<file path="src/hdl/intel_hex_record_writer_macros.svh">
// ----------------------------------------------------------------------------
// Intel HEX record writer assertion macros
// Shorthand for the concurrent checks at the end of the top level.
// ----------------------------------------------------------------------------
`ifndef INTEL_HEX_RECORD_WRITER_MACROS_SVH
`define INTEL_HEX_RECORD_WRITER_MACROS_SVH

// same-cycle implication, sampled on clk, off during reset
`define IHW_ASSERT_NOW(label, ante, cons, msg) \
    label: assert property (@(posedge clk) disable iff (!rst_n) (ante) |-> (cons)) \
        else $error(msg);

// next-cycle implication, sampled on clk, off during reset
`define IHW_ASSERT_NEXT(label, ante, cons, msg) \
    label: assert property (@(posedge clk) disable iff (!rst_n) (ante) |=> (cons)) \
        else $error(msg);

`endif

</file>
<file path="src/hdl/ihw_pkg.sv">
// ----------------------------------------------------------------------------
// Intel HEX record writer package
// Shared sizes, character and record-type codes, descriptor types.
// ----------------------------------------------------------------------------
package ihw_pkg;

    // data bytes per record and derived widths
    localparam int RECORD_BYTES = 16;
    localparam int IDX_W        = (RECORD_BYTES > 1) ? $clog2(RECORD_BYTES) : 1;
    localparam int CNT_W        = $clog2(RECORD_BYTES + 1);
    localparam int REC_CNT_W    = (CNT_W > 2) ? CNT_W : 2;
    localparam int BANKS        = 2;
    localparam int RAM_AW       = IDX_W + 1;
    localparam int RAM_DEPTH    = BANKS << IDX_W;
    localparam int DESC_DEPTH   = 2;

    // characters
    localparam logic [7:0] CHAR_COLON = 8'h3A;
    localparam logic [7:0] CHAR_LF    = 8'h0A;
    localparam logic [7:0] CHAR_ZERO  = 8'h30;
    localparam logic [7:0] CHAR_A_OFS = 8'h37;

    // record types
    localparam logic [7:0] TYPE_DATA = 8'h00;
    localparam logic [7:0] TYPE_EOF  = 8'h01;
    localparam logic [7:0] TYPE_EXT  = 8'h04;

    // payload length of an extended linear address record
    localparam logic [REC_CNT_W-1:0] EXT_LEN = REC_CNT_W'(2);

    // header byte positions
    localparam logic [1:0] HDR_COUNT   = 2'd0;
    localparam logic [1:0] HDR_ADDR_HI = 2'd1;
    localparam logic [1:0] HDR_ADDR_LO = 2'd2;
    localparam logic [1:0] HDR_TYPE    = 2'd3;

    typedef enum logic [1:0] {
        REC_DATA,
        REC_EXT,
        REC_EOF
    } rec_kind_t;

    typedef enum logic [2:0] {
        S_IDLE,
        S_COLON,
        S_HDR,
        S_FETCH,
        S_PAY,
        S_SUM,
        S_LF
    } back_state_t;

    // all records caused by one input byte
    typedef struct packed {
        logic             pre;
        logic [CNT_W-1:0] pre_count;
        logic [15:0]      pre_start;
        logic             pre_bank;
        logic             ext;
        logic [15:0]      ext_hi;
        logic             data;
        logic [CNT_W-1:0] data_count;
        logic [15:0]      data_start;
        logic             data_bank;
        logic             eof;
    } desc_t;

    // records of the current descriptor still to emit
    typedef struct packed {
        logic pre;
        logic ext;
        logic data;
        logic eof;
    } pend_t;

    // back end hands a buffer bank back to the front end
    typedef struct packed {
        logic valid;
        logic bank;
    } release_t;

    // front end status
    typedef struct packed {
        logic [BANKS-1:0] busy;
    } front_status_t;

    // uppercase hex digit
    function automatic logic [7:0] hex_char(input logic [3:0] v);
        logic [7:0] wide;
        wide = {4'h0, v};
        return (v < 4'd10) ? (CHAR_ZERO + wide) : (CHAR_A_OFS + wide);
    endfunction

endpackage

</file>
<file path="src/hdl/intel_hex_record_writer.sv">
// Intel HEX record writer. Image bytes enter on the s_ side (tlast on the
// final byte); Intel HEX text leaves on the m_ side one ASCII character per
// transfer, each line ending in LF, with tlast on the last character that an
// input byte causes. A byte that causes no record is written to the record
// buffer but queues no descriptor. The back end sends at most one character
// per cycle and holds it while the output is stalled; it reads each data
// byte from the registered record buffer before it sends its two characters.
// The descriptor queue holds two entries and the record buffer has two
// banks, so the front end keeps filling one bank while the back end prints
// the other.
`include "intel_hex_record_writer_macros.svh"

// ----------------------------------------------------------------------------
// Intel HEX record writer top level
// Front end, descriptor queue, record buffer and text back end.
// ----------------------------------------------------------------------------
module intel_hex_record_writer (
    input  logic       clk,
    input  logic       rst_n,
    input  logic       s_tvalid,
    output logic       s_tready,
    input  logic [7:0] s_tdata,   // [7:0] data_byte
    input  logic       s_tlast,   // is_last
    output logic       m_tvalid,
    input  logic       m_tready,
    output logic [7:0] m_tdata,   // [7:0] ascii_char
    output logic       m_tlast    // last_of_run
);

    ihw_pkg::desc_t                push_desc;
    ihw_pkg::desc_t                pop_desc;
    logic                          push;
    logic                          pop;
    logic                          fifo_full;
    logic                          fifo_empty;
    logic                          wr_en;
    logic [ihw_pkg::RAM_AW-1:0]    wr_addr;
    logic [7:0]                    wr_data;
    logic [ihw_pkg::RAM_AW-1:0]    rd_addr;
    logic [7:0]                    rd_data;
    ihw_pkg::release_t             rel;
    ihw_pkg::front_status_t        front_status;

    // byte intake and classification
    ihw_front u_front (
        .clk       (clk),
        .rst_n     (rst_n),
        .in_valid  (s_tvalid),
        .in_ready  (s_tready),
        .in_byte   (s_tdata),
        .in_last   (s_tlast),
        .fifo_full (fifo_full),
        .push      (push),
        .desc      (push_desc),
        .wr_en     (wr_en),
        .wr_addr   (wr_addr),
        .wr_data   (wr_data),
        .rel       (rel),
        .status    (front_status)
    );

    // descriptor queue
    ihw_desc_fifo u_fifo (
        .clk     (clk),
        .rst_n   (rst_n),
        .push    (push),
        .wr_desc (push_desc),
        .full    (fifo_full),
        .pop     (pop),
        .rd_desc (pop_desc),
        .empty   (fifo_empty)
    );

    // two-bank record buffer
    ihw_ram #(
        .WIDTH (8),
        .DEPTH (ihw_pkg::RAM_DEPTH)
    ) u_buf (
        .clk     (clk),
        .wr_en   (wr_en),
        .wr_addr (wr_addr),
        .wr_data (wr_data),
        .rd_addr (rd_addr),
        .rd_data (rd_data)
    );

    // record text generation
    ihw_back u_back (
        .clk        (clk),
        .rst_n      (rst_n),
        .desc_in    (pop_desc),
        .fifo_empty (fifo_empty),
        .pop        (pop),
        .rd_addr    (rd_addr),
        .rd_data    (rd_data),
        .rel        (rel),
        .out_valid  (m_tvalid),
        .out_ready  (m_tready),
        .out_char   (m_tdata),
        .out_last   (m_tlast)
    );

    // checks
    `IHW_ASSERT_NOW(a_no_write_busy_bank, wr_en, !front_status.busy[wr_addr[ihw_pkg::RAM_AW-1]], "buffer write into a bank still being printed")
    `IHW_ASSERT_NOW(a_release_busy_bank, rel.valid, front_status.busy[rel.bank], "release of a bank that was not busy")
    `IHW_ASSERT_NOW(a_run_ends_on_lf, m_tvalid && m_tlast, m_tdata == ihw_pkg::CHAR_LF, "end of run on a character other than LF")
    `IHW_ASSERT_NEXT(a_push_fills_queue, push && !pop, !fifo_empty, "queue empty after a descriptor was pushed")

endmodule

</file>
<file path="src/hdl/ihw_ram.sv">
// ----------------------------------------------------------------------------
// Generic RAM
// One write port, one read port with registered read data.
// ----------------------------------------------------------------------------
module ihw_ram #(
    parameter int WIDTH  = 8,
    parameter int DEPTH  = 32,
    parameter int ADDR_W = $clog2(DEPTH)
) (
    input  logic              clk,
    input  logic              wr_en,
    input  logic [ADDR_W-1:0] wr_addr,
    input  logic [WIDTH-1:0]  wr_data,
    input  logic [ADDR_W-1:0] rd_addr,
    output logic [WIDTH-1:0]  rd_data
);

    logic [WIDTH-1:0] mem [DEPTH];

    // write port
    always_ff @(posedge clk)
    begin
        if (wr_en)
        begin
            mem[wr_addr] <= wr_data;
        end
    end

    // registered read port
    always_ff @(posedge clk)
    begin
        rd_data <= mem[rd_addr];
    end

endmodule

</file>
<file path="src/hdl/ihw_desc_fifo.sv">
// ----------------------------------------------------------------------------
// Descriptor queue
// Two-entry queue of record descriptors between front and back end.
// ----------------------------------------------------------------------------
module ihw_desc_fifo (
    input  logic           clk,
    input  logic           rst_n,
    input  logic           push,
    input  ihw_pkg::desc_t wr_desc,
    output logic           full,
    input  logic           pop,
    output ihw_pkg::desc_t rd_desc,
    output logic           empty
);

    localparam int PTR_W = $clog2(ihw_pkg::DESC_DEPTH);
    localparam int LVL_W = $clog2(ihw_pkg::DESC_DEPTH + 1);

    ihw_pkg::desc_t   entry_reg [ihw_pkg::DESC_DEPTH];
    logic [PTR_W-1:0] wr_ptr_reg, wr_ptr_next;
    logic [PTR_W-1:0] rd_ptr_reg, rd_ptr_next;
    logic [LVL_W-1:0] level_reg, level_next;
    logic             do_push, do_pop;

    assign full    = (level_reg == LVL_W'(ihw_pkg::DESC_DEPTH));
    assign empty   = (level_reg == '0);
    assign do_push = push && !full;
    assign do_pop  = pop && !empty;
    assign rd_desc = entry_reg[rd_ptr_reg];

    // pointer and level update
    always_comb
    begin
        wr_ptr_next = wr_ptr_reg;
        rd_ptr_next = rd_ptr_reg;
        level_next  = level_reg;
        if (do_push)
        begin
            wr_ptr_next = (wr_ptr_reg == PTR_W'(ihw_pkg::DESC_DEPTH - 1)) ? '0
                        : PTR_W'(wr_ptr_reg + 1'b1);
        end
        if (do_pop)
        begin
            rd_ptr_next = (rd_ptr_reg == PTR_W'(ihw_pkg::DESC_DEPTH - 1)) ? '0
                        : PTR_W'(rd_ptr_reg + 1'b1);
        end
        if (do_push && !do_pop)
        begin
            level_next = LVL_W'(level_reg + 1'b1);
        end
        else if (do_pop && !do_push)
        begin
            level_next = LVL_W'(level_reg - 1'b1);
        end
    end

    always_ff @(posedge clk or negedge rst_n)
    begin
        if (!rst_n)
        begin
            wr_ptr_reg <= '0;
            rd_ptr_reg <= '0;
            level_reg  <= '0;
        end
        else
        begin
            wr_ptr_reg <= wr_ptr_next;
            rd_ptr_reg <= rd_ptr_next;
            level_reg  <= level_next;
        end
    end

    // entry storage
    always_ff @(posedge clk)
    begin
        if (do_push)
        begin
            entry_reg[wr_ptr_reg] <= wr_desc;
        end
    end

endmodule

</file>
<file path="src/hdl/ihw_front.sv">
// ----------------------------------------------------------------------------
// Intel HEX front end
// Accepts image bytes, buffers them in two banks, tracks the address and
// queues one descriptor per byte that causes records.
// ----------------------------------------------------------------------------
module ihw_front (
    input  logic                          clk,
    input  logic                          rst_n,
    input  logic                          in_valid,
    output logic                          in_ready,
    input  logic [7:0]                    in_byte,
    input  logic                          in_last,
    input  logic                          fifo_full,
    output logic                          push,
    output ihw_pkg::desc_t                desc,
    output logic                          wr_en,
    output logic [ihw_pkg::RAM_AW-1:0]    wr_addr,
    output logic [7:0]                    wr_data,
    input  ihw_pkg::release_t             rel,
    output ihw_pkg::front_status_t        status
);

    localparam int CNT_W = ihw_pkg::CNT_W;
    localparam int IDX_W = ihw_pkg::IDX_W;

    logic [CNT_W-1:0]          fill_reg, fill_next;
    logic [31:0]               addr_reg, addr_next;
    logic                      wbank_reg, wbank_next;
    logic [ihw_pkg::BANKS-1:0] busy_reg, busy_next;

    logic                      accept;
    logic                      seg_start;
    logic                      pre;
    logic                      tbank;
    logic [CNT_W-1:0]          wfill;
    logic [CNT_W-1:0]          nfill;
    logic                      post;
    logic [15:0]               next_lo;

    // classify the offered byte
    always_comb
    begin
        seg_start = (addr_reg[15:0] == 16'h0000);
        pre       = seg_start && (fill_reg != '0);
        tbank     = pre ? !wbank_reg : wbank_reg;
        wfill     = pre ? '0 : fill_reg;
        nfill     = CNT_W'(wfill + 1'b1);
        post      = (nfill == CNT_W'(ihw_pkg::RECORD_BYTES)) || in_last;
        next_lo   = 16'(addr_reg[15:0] + 16'd1);
    end

    assign in_ready = !fifo_full && !busy_reg[tbank];
    assign accept   = in_valid && in_ready;

    // buffer write
    assign wr_en   = accept;
    assign wr_addr = {tbank, wfill[IDX_W-1:0]};
    assign wr_data = in_byte;

    // descriptor
    always_comb
    begin
        desc.pre        = pre;
        desc.pre_count  = fill_reg;
        desc.pre_start  = 16'(addr_reg[15:0] - 16'(fill_reg));
        desc.pre_bank   = wbank_reg;
        desc.ext        = seg_start;
        desc.ext_hi     = addr_reg[31:16];
        desc.data       = post;
        desc.data_count = nfill;
        desc.data_start = 16'(next_lo - 16'(nfill));
        desc.data_bank  = tbank;
        desc.eof        = in_last;
    end

    assign push = accept && (seg_start || post);

    // counter, address and bank bookkeeping
    always_comb
    begin
        fill_next  = fill_reg;
        addr_next  = addr_reg;
        wbank_next = wbank_reg;
        busy_next  = busy_reg;
        if (rel.valid)
        begin
            busy_next[rel.bank] = 1'b0;
        end
        if (accept)
        begin
            fill_next  = post ? '0 : nfill;
            wbank_next = post ? !tbank : tbank;
            addr_next  = in_last ? 32'h0 : 32'(addr_reg + 32'd1);
            if (pre)
            begin
                busy_next[wbank_reg] = 1'b1;
            end
            if (post)
            begin
                busy_next[tbank] = 1'b1;
            end
        end
    end

    always_ff @(posedge clk or negedge rst_n)
    begin
        if (!rst_n)
        begin
            fill_reg  <= '0;
            addr_reg  <= '0;
            wbank_reg <= 1'b0;
            busy_reg  <= '0;
        end
        else
        begin
            fill_reg  <= fill_next;
            addr_reg  <= addr_next;
            wbank_reg <= wbank_next;
            busy_reg  <= busy_next;
        end
    end

    assign status.busy = busy_reg;

endmodule

</file>
<file path="src/hdl/ihw_back.sv">
// ----------------------------------------------------------------------------
// Intel HEX back end
// Turns queued descriptors into record text, at most one character per
// cycle while the output is not stalled, behind an output register.
// ----------------------------------------------------------------------------
module ihw_back (
    input  logic                       clk,
    input  logic                       rst_n,
    input  ihw_pkg::desc_t             desc_in,
    input  logic                       fifo_empty,
    output logic                       pop,
    output logic [ihw_pkg::RAM_AW-1:0] rd_addr,
    input  logic [7:0]                 rd_data,
    output ihw_pkg::release_t          rel,
    output logic                       out_valid,
    input  logic                       out_ready,
    output logic [7:0]                 out_char,
    output logic                       out_last
);

    localparam int RCW   = ihw_pkg::REC_CNT_W;
    localparam int IDX_W = ihw_pkg::IDX_W;

    ihw_pkg::back_state_t state_reg, state_next;
    ihw_pkg::pend_t       pend_reg, pend_next;
    ihw_pkg::desc_t       d_reg, d_next;
    ihw_pkg::rec_kind_t   kind_reg, kind_next;
    logic [RCW-1:0]       count_reg, count_next;
    logic [15:0]          raddr_reg, raddr_next;
    logic                 bank_reg, bank_next;
    logic [1:0]           hdr_idx_reg, hdr_idx_next;
    logic [RCW-1:0]       pay_idx_reg, pay_idx_next;
    logic                 nib_lo_reg, nib_lo_next;
    logic [7:0]           sum_reg, sum_next;
    logic                 out_valid_reg;
    logic [7:0]           out_char_reg;
    logic                 out_last_reg;

    logic                 adv;
    logic                 emit;
    logic [7:0]           emit_char;
    logic                 emit_last;
    logic [7:0]           hdr_byte;
    logic [7:0]           pay_byte;
    logic [7:0]           cur_byte;
    logic [3:0]           nib_val;
    logic [7:0]           type_code;
    logic                 pay_done;

    assign adv     = !out_valid_reg || out_ready;
    assign rd_addr = {bank_reg, pay_idx_reg[IDX_W-1:0]};

    // byte under conversion
    always_comb
    begin
        unique case (kind_reg)
            ihw_pkg::REC_DATA: type_code = ihw_pkg::TYPE_DATA;
            ihw_pkg::REC_EXT:  type_code = ihw_pkg::TYPE_EXT;
            ihw_pkg::REC_EOF:  type_code = ihw_pkg::TYPE_EOF;
            default:           type_code = ihw_pkg::TYPE_EOF;
        endcase
        unique case (hdr_idx_reg)
            ihw_pkg::HDR_COUNT:   hdr_byte = 8'(count_reg);
            ihw_pkg::HDR_ADDR_HI: hdr_byte = raddr_reg[15:8];
            ihw_pkg::HDR_ADDR_LO: hdr_byte = raddr_reg[7:0];
            ihw_pkg::HDR_TYPE:    hdr_byte = type_code;
            default:              hdr_byte = type_code;
        endcase
        if (kind_reg == ihw_pkg::REC_EXT)
        begin
            pay_byte = pay_idx_reg[0] ? d_reg.ext_hi[7:0] : d_reg.ext_hi[15:8];
        end
        else
        begin
            pay_byte = rd_data;
        end
        unique case (state_reg)
            ihw_pkg::S_HDR: cur_byte = hdr_byte;
            ihw_pkg::S_PAY: cur_byte = pay_byte;
            ihw_pkg::S_SUM: cur_byte = 8'(8'h00 - sum_reg);
            default:        cur_byte = pay_byte;
        endcase
        nib_val  = nib_lo_reg ? cur_byte[3:0] : cur_byte[7:4];
        pay_done = (RCW'(pay_idx_reg + 1'b1) == count_reg);
    end

    // record sequencer
    always_comb
    begin
        state_next   = state_reg;
        pend_next    = pend_reg;
        d_next       = d_reg;
        kind_next    = kind_reg;
        count_next   = count_reg;
        raddr_next   = raddr_reg;
        bank_next    = bank_reg;
        hdr_idx_next = hdr_idx_reg;
        pay_idx_next = pay_idx_reg;
        nib_lo_next  = nib_lo_reg;
        sum_next     = sum_reg;
        emit         = 1'b0;
        emit_char    = ihw_pkg::hex_char(nib_val);
        emit_last    = 1'b0;
        pop          = 1'b0;
        rel          = '0;

        unique case (state_reg)
            ihw_pkg::S_IDLE:
            begin
                priority if (pend_reg.pre)
                begin
                    kind_next     = ihw_pkg::REC_DATA;
                    count_next    = RCW'(d_reg.pre_count);
                    raddr_next    = d_reg.pre_start;
                    bank_next     = d_reg.pre_bank;
                    pend_next.pre = 1'b0;
                    state_next    = ihw_pkg::S_COLON;
                end
                else if (pend_reg.ext)
                begin
                    kind_next     = ihw_pkg::REC_EXT;
                    count_next    = ihw_pkg::EXT_LEN;
                    raddr_next    = 16'h0000;
                    pend_next.ext = 1'b0;
                    state_next    = ihw_pkg::S_COLON;
                end
                else if (pend_reg.data)
                begin
                    kind_next      = ihw_pkg::REC_DATA;
                    count_next     = RCW'(d_reg.data_count);
                    raddr_next     = d_reg.data_start;
                    bank_next      = d_reg.data_bank;
                    pend_next.data = 1'b0;
                    state_next     = ihw_pkg::S_COLON;
                end
                else if (pend_reg.eof)
                begin
                    kind_next     = ihw_pkg::REC_EOF;
                    count_next    = '0;
                    raddr_next    = 16'h0000;
                    pend_next.eof = 1'b0;
                    state_next    = ihw_pkg::S_COLON;
                end
                else if (!fifo_empty)
                begin
                    pop            = 1'b1;
                    d_next         = desc_in;
                    pend_next.pre  = desc_in.pre;
                    pend_next.ext  = desc_in.ext;
                    pend_next.data = desc_in.data;
                    pend_next.eof  = desc_in.eof;
                end
            end
            ihw_pkg::S_COLON:
            begin
                if (adv)
                begin
                    emit         = 1'b1;
                    emit_char    = ihw_pkg::CHAR_COLON;
                    sum_next     = 8'h00;
                    hdr_idx_next = ihw_pkg::HDR_COUNT;
                    nib_lo_next  = 1'b0;
                    state_next   = ihw_pkg::S_HDR;
                end
            end
            ihw_pkg::S_HDR:
            begin
                if (adv)
                begin
                    emit        = 1'b1;
                    nib_lo_next = !nib_lo_reg;
                    if (nib_lo_reg)
                    begin
                        sum_next = 8'(sum_reg + cur_byte);
                        if (hdr_idx_reg == ihw_pkg::HDR_TYPE)
                        begin
                            pay_idx_next = '0;
                            if (count_reg == '0)
                            begin
                                state_next = ihw_pkg::S_SUM;
                            end
                            else if (kind_reg == ihw_pkg::REC_DATA)
                            begin
                                state_next = ihw_pkg::S_FETCH;
                            end
                            else
                            begin
                                state_next = ihw_pkg::S_PAY;
                            end
                        end
                        else
                        begin
                            hdr_idx_next = 2'(hdr_idx_reg + 1'b1);
                        end
                    end
                end
            end
            ihw_pkg::S_FETCH:
            begin
                // buffer read data arrives next cycle
                state_next = ihw_pkg::S_PAY;
            end
            ihw_pkg::S_PAY:
            begin
                if (adv)
                begin
                    emit        = 1'b1;
                    nib_lo_next = !nib_lo_reg;
                    if (nib_lo_reg)
                    begin
                        sum_next     = 8'(sum_reg + cur_byte);
                        pay_idx_next = RCW'(pay_idx_reg + 1'b1);
                        if (pay_done)
                        begin
                            state_next = ihw_pkg::S_SUM;
                        end
                        else if (kind_reg == ihw_pkg::REC_DATA)
                        begin
                            state_next = ihw_pkg::S_FETCH;
                        end
                    end
                end
            end
            ihw_pkg::S_SUM:
            begin
                if (adv)
                begin
                    emit        = 1'b1;
                    nib_lo_next = !nib_lo_reg;
                    if (nib_lo_reg)
                    begin
                        state_next = ihw_pkg::S_LF;
                    end
                end
            end
            ihw_pkg::S_LF:
            begin
                if (adv)
                begin
                    emit       = 1'b1;
                    emit_char  = ihw_pkg::CHAR_LF;
                    emit_last  = (pend_reg == '0);
                    rel.valid  = (kind_reg == ihw_pkg::REC_DATA);
                    rel.bank   = bank_reg;
                    state_next = ihw_pkg::S_IDLE;
                end
            end
            default:
            begin
                state_next = ihw_pkg::S_IDLE;
            end
        endcase
    end

    // control state
    always_ff @(posedge clk or negedge rst_n)
    begin
        if (!rst_n)
        begin
            state_reg     <= ihw_pkg::S_IDLE;
            pend_reg      <= '0;
            out_valid_reg <= 1'b0;
        end
        else
        begin
            state_reg <= state_next;
            pend_reg  <= pend_next;
            if (emit)
            begin
                out_valid_reg <= 1'b1;
            end
            else if (out_ready)
            begin
                out_valid_reg <= 1'b0;
            end
        end
    end

    // record and output payload
    always_ff @(posedge clk)
    begin
        d_reg       <= d_next;
        kind_reg    <= kind_next;
        count_reg   <= count_next;
        raddr_reg   <= raddr_next;
        bank_reg    <= bank_next;
        hdr_idx_reg <= hdr_idx_next;
        pay_idx_reg <= pay_idx_next;
        nib_lo_reg  <= nib_lo_next;
        sum_reg     <= sum_next;
        if (emit)
        begin
            out_char_reg <= emit_char;
            out_last_reg <= emit_last;
        end
    end

    assign out_valid = out_valid_reg;
    assign out_char  = out_char_reg;
    assign out_last  = out_last_reg;

endmodule
</file>
<file path="config.mk">
export PLATFORM = sky130hd
export DESIGN_NAME = intel_hex_record_writer
export DESIGN_NICKNAME = d
export VERILOG_FILES = /design/src/hdl/ihw_pkg.sv /design/src/hdl/intel_hex_record_writer.sv /design/src/hdl/ihw_ram.sv /design/src/hdl/ihw_desc_fifo.sv /design/src/hdl/ihw_front.sv /design/src/hdl/ihw_back.sv
export VERILOG_INCLUDE_DIRS = /design/src /design/src/hdl
export SDC_FILE = /design/constraint.sdc
export NUM_CORES = 1
export LEC_CHECK = 0
export ABC_AREA = 1
export BUFFER_PORTS_ARGS = -buffer_cell sky130_fd_sc_hd__buf_2
export CORE_MARGIN = 2
export CORE_UTILIZATION = 49
export DETAILED_ROUTE_END_ITERATION = 8
export SETUP_SLACK_MARGIN = 0.15
export SLEW_MARGIN = 10
export SYNTH_ARGS = -nofsm -noshare
export SYNTH_HDL_FRONTEND = slang
export SYNTH_HIERARCHICAL = 1
export SYNTH_SLANG_ARGS = --single-unit
export TNS_END_PERCENT = 30
</file>
<file path="constraint.sdc">
create_clock -name clk -period 9.48 [get_ports clk]
set_input_delay 0.474 -clock clk [delete_from_list [all_inputs] [get_ports clk]]
set_output_delay 0.474 -clock clk [all_outputs]
set_load 0.02 [all_outputs]
</file>
Yosys cells after proc, flatten, opt, wreduce, memory -nomap -nowiden
Memories as Yosys holds them, arrays and structs flattened. A register that Yosys moved wholly into a read port is not among the register bits.
Cells that the tools add are included.
W data, S select, Z words.
Cells by class
  multiplexer cells: 106
  reductions and logical operators: 55
  equality and inequality tests: 29
  $lt $le $gt $ge: 7
  bitwise gates (word level): 9
  add/sub/neg operators: 15
Operators by type and width (count)
  $mux W16: 4
  $mux W8: 8
  $mux W5: 11
  $mux W3: 18
  $pmux W8 S2: 3
  $mux W1: 35
  $add A32 B1 Y32 const B: 1
  $mux W32: 1
  $pmux W8 S4: 1
  $sub A16 B5 Y16: 2
  $mux W2: 15
  $ne A2 B1 Y1 const B: 13
  $pmux W3 S7: 1
  $add A16 B1 Y16 const B: 1
  $logic_not A16 Y1: 1
  $add A6 B4 Y7 const A: 2
  $reduce_bool A2 Y1: 7
  $reduce_and A6 Y1: 2
  $logic_and A1 B1 Y1: 11
  $reduce_and A11 Y1: 1
  $add A5 B1 Y5 const B: 2
  $pmux W5 S2: 1
  $eq A3 B3 Y1 const B: 3
  $logic_not A1 Y1: 9
  40 further kinds: 68
Word-level totals
  memories kept: 2
  memory bits (writable): 384
  bits in registers: 161
  output and inout port bits: 11
  logic and storage cells: 254
Memory list
  u_buf.mem: depth 32, width 8, read ports 1, clocked after Yosys merged registers in 1, wr ports 1, RTL line ihw_ram.sv:18  | logic [WIDTH-1:0] mem [DEPTH];
  u_fifo.entry_reg: depth 2, width 64, read ports 1, clocked after Yosys merged registers in 0, wr ports 1, RTL line ihw_desc_fifo.sv:19  | ihw_pkg::desc_t entry_reg [ihw_pkg::DESC_DEPTH];

Longest topological paths before layout
  depth after elaboration: 17
  depth in mapped cells: 24
  gate-level depth less buffers: 24

Hierarchy
The synthesis kept the hierarchy.
By module, submodules not included
  ihw_ram: instances 1, seq. area each 7847.5 µm², area an instance 10786.6 µm², cells an instance 922
  ihw_back: instances 1, seq. area each 3443.3 µm², area an instance 5607.9 µm², cells an instance 522
  ihw_desc_fifo: instances 1, seq. area each 3943.8 µm², area an instance 4888.4 µm², cells an instance 366
  ihw_front: instances 1, seq. area each 1001.0 µm², area an instance 4565.6 µm², cells an instance 625

Worst setup path after synthesis
No wires, ideal clock.
  path type: register -> register
  from: register u_front.addr_reg[9]
  to: memory u_fifo/entry_reg[1][0] in the netlist's numbering, enable pin
  setup time: 486 ps
  arrival: 5069 ps
  buffers on the path: 0
  stages on the path, launching flop included: 18
  setup slack: 3925 ps
  cell sequence: dfrtp_1 -> inv_1 -> ha_1 -> nand2_1 -> nor2_1 -> nand3_4 -> nand2_1 -> inv_1 -> ha_1 -> nand4_1 -> nand2_1 -> nand2_1 -> nand2_1 -> nand2_1 -> o21ai_2 -> inv_2 -> o21ai_0 -> nor2_1
RTL lines
  from (decl): RTL line ihw_front.sv:27  | logic [31:0] addr_reg, addr_next;
  from (signal assigned): RTL line ihw_front.sv:117  | addr_reg <= addr_next;
  to (decl): RTL line ihw_desc_fifo.sv:19

==> results.toml <==
[final_layout]
nFillCells = 4540
largest_reg_flops = 256
fin_area_um2 = 27800
layout-drive-gt1-share_pct = 8.47
n_antenna_cell = 0
syn_to_final_growth_pct = 7.71
utilization_pct = 53.2
finalNetCount = 2478

[synth]
synth.most_common_cell = "nand2_1"
ys_warn_count = 6
syn-num-nets = 2516
avgSynthCellArea_um2 = 10.6
synthCells = 2435
synth-async-reset-ratio_pct = 9.42
synth_common_cells = "nand2_1, edfxtp_1, nand3_1"
ys_seq_area_share_pct = 62.8
yosysTopAreaCellShare_pct = 57.2
synth_edf_count = 492
ys_types = 53
ys_ff_latch = 552
synth_area_um2 = 25800
yosys.area.top_type = "edfxtp_1"
synth.area.top_cells = "edfxtp_1, nand2_1, nand3_1"
synthFlopType = "edfxtp_1"

[detailed_routing]
ant_nets = 0
drc = 0
drt_iter0_markers = 1722
vias_per_cell = 5.40
dr_total_vias = 16900
wirelength_mm = 60.3
wire_per_inst_um = 19.3
first_pass_iters = 5

[worst_hold_path]
hold_path.class = "input port to async pin"

[sta]
fin_setup_tns_ns = 0
fmax_mhz = 200
finalCriticalPeriod_ns = 5.01
setup_viol = 0
finClkSkew_ns = 0.0307
finalCritPeriodShare_pct = 52.8
drv_slew = 0
slew_headroom_pct = 20.9
whs_ns = 0.00547
finalHoldViolCount = 0
worst_slew_pin_slew_ns = 1.19
rsz0062_at_grt = "false"

[pwr]
switching_share_pct = 39.9
p_seq_share_pct = 38.3
powerDensity_nw_per_um2 = 371
ir_drop_mv = 0.207
combPwrFrac_pct = 40.0
p_leak_nw = 11.0
switching_power_mw = 4.12
power.internal_mw = 6.21
clock_power_share_pct = 21.7

[clock_network]
path_clk_slew_ns = 0.06
numCtsBuffers = 56
cts_sinks = 552
post_cts_buffers = 0
htree_levels = 2
root_buffer = "clkbuf_16"
cts_hold_buf = 0
clockBufferDepth = 3
clk_latency_ns = 0.63
cts_tree = "built"
cts_resized = 0

[grt]
grt_max_degree = 129
grt_first_pass_wirelength_mm = 91.9
grt.overflow.total = 0
antenna_found_initial = 0
grt_use_total_pct = 22.3
grt_pass1_vias = 15800

[worst_setup_path]
r2r_slack_ns = 4.47
r2r-end = "u_fifo/entry_reg[1][15]"
critPathArrivalTime_ns = 5.35
worst_setup_path_end_kind = "register"
path_class = "register to register"
critPathLaunchType = "register"
rr_startpoint = "u_front/addr_reg[9]"
cp_max_fo = 10
critPathRequiredTime_ns = 9.83
rr_worst_depth = 20

[floorplan]
die_h_um = 234
die_x_um = 234
io_pins = 24
initial_core_util_pct = 49.4
dieArea_um2 = 54600
rows = 84
core_um2 = 52300

[flow_run]
maxCapViolations = 0

[placement]
postPlaceCellArea_um2 = 25900
portBuffers = 22
hpwl_mm = 39.8
gp_congestion = 0.909

[status]
outcome = "finished clean"
==> power groups by stage <==
stage / clock network (mW) / registers, mW / logic (mW)
detailed placement: 0 / 4.00 / 4.07
global route: 2.39 / 4.01 / 4.56
global placement: 0 / 3.99 / 4.02
floorplan: 0 / 3.92 / 3.04
finish: 2.24 / 3.95 / 4.13
CTS: 2.28 / 3.95 / 4.09
==> routing by layer <==
layer | GRT usage (%) | wire, um | share of wire, % | vias to the layer above
li1 | - | - | - | 8149
met1 | 34.3 | 28800 | 48 | 8158
met2 | 33.1 | 26500 | 44 | 519
met3 | 3.44 | 3850 | 6.4 | 79
met4 | 5.74 | 1220 | 2.0 | 0
met5 | 0 | 0 | 0 | -
==> logic make-up after synthesis <==
kind of cell | after synthesis | share of synthesized area (%)
compound gates | 155 | 3.95
simple gates | 1303 | 21.6
flops | 552 | 62.8
xor+xnor | 62 | 2.10
other cells | 1 | 0.0145
buf+inv | 294 | 6.20
fa+ha+maj | 68 | 3.38
==> placed cells by master, fill, tap and decap left out, drive strengths merged, types with 5 or more instances in the layout <==
cell | netlist | routed
xnor2 | 8 | 8
inv | 163 | 162
nand3 | 281 | 281
edfxtp | 492 | 492
ha | 65 | 65
clkbuf | 19 | 73
a32o | 20 | 20
buf | 111 | 34
a21oi | 38 | 38
bufinv | 0 | 7
dfrtp | 52 | 52
dfxtp | 8 | 8
nor2 | 162 | 162
nand2 | 801 | 801
nor3 | 22 | 22
o211ai | 5 | 5
clkinv | 1 | 24
xor2 | 54 | 54
o21ai | 74 | 74
nand4 | 25 | 25
==> worst max-delay path, cell delays in order, from the launching register on <==
cell     delay (ns)
dfrtp_1        0.42
inv_1          0.26
ha_1           0.25
nand2_1        0.10
nor2_1         0.33
nand3_4        0.19
nand2_1        0.17
inv_1          0.15
ha_1           0.27
inv_1          0.09
nand3_1        0.10
nand2_1        0.17
inv_1          0.07
ha_1           0.30
inv_1          0.06
fa_1           0.46
o21ai_0        0.42
a21oi_1        0.22
o21ai_0        0.39
a21oi_1        0.14
xor2_1         0.18
==> stage by stage <==
stage | total power, mW | setup slack, ns | std cells
final | 10.3 | 4.47 | 3131
after detailed placement | 8.07 | 4.59 | 3027
after CTS | 10.3 | 4.56 | 3131
after floorplan | 6.96 | 3.92 | 2435
after global routing | 11.0 | 4.14 | 3131
after global placement | 8.01 | 4.75 | 3027
==> cell type report <==
cell class | count | area (um2) | share of cell area [%]
clock buffers | 73 | 1530 | 5.48
multi-input cells | 1589 | 8020 | 28.8
flip-flops and latches | 552 | 16200 | 58.3
repair buffers | 34 | 204 | 0.733
well taps | 688 | 861 | 3.09
inverters | 164 | 622 | 2.23
clock inverters | 31 | 368 | 1.32
==> worst max-delay path by stage <==
| stage | slack, ns | to | startpoint |
|---|---|---|---|
| final | 4.47 | u_fifo/entry_reg[1][15] | u_front/addr_reg[9] |
| after floorplan | 3.92 | u_fifo/entry_reg[1][0] | u_front/addr_reg[9] |
| after global routing | 4.14 | u_fifo/entry_reg[1][15] | u_front/addr_reg[9] |
| after global placement | 4.75 | u_fifo/entry_reg[0][15] | u_front/addr_reg[10] |
| after CTS | 4.56 | u_fifo/entry_reg[0][15] | u_front/addr_reg[9] |
| after detailed placement | 4.59 | u_fifo/entry_reg[1][15] | u_front/addr_reg[9] |
No activity file was read; power rests on OpenSTA's default activity.
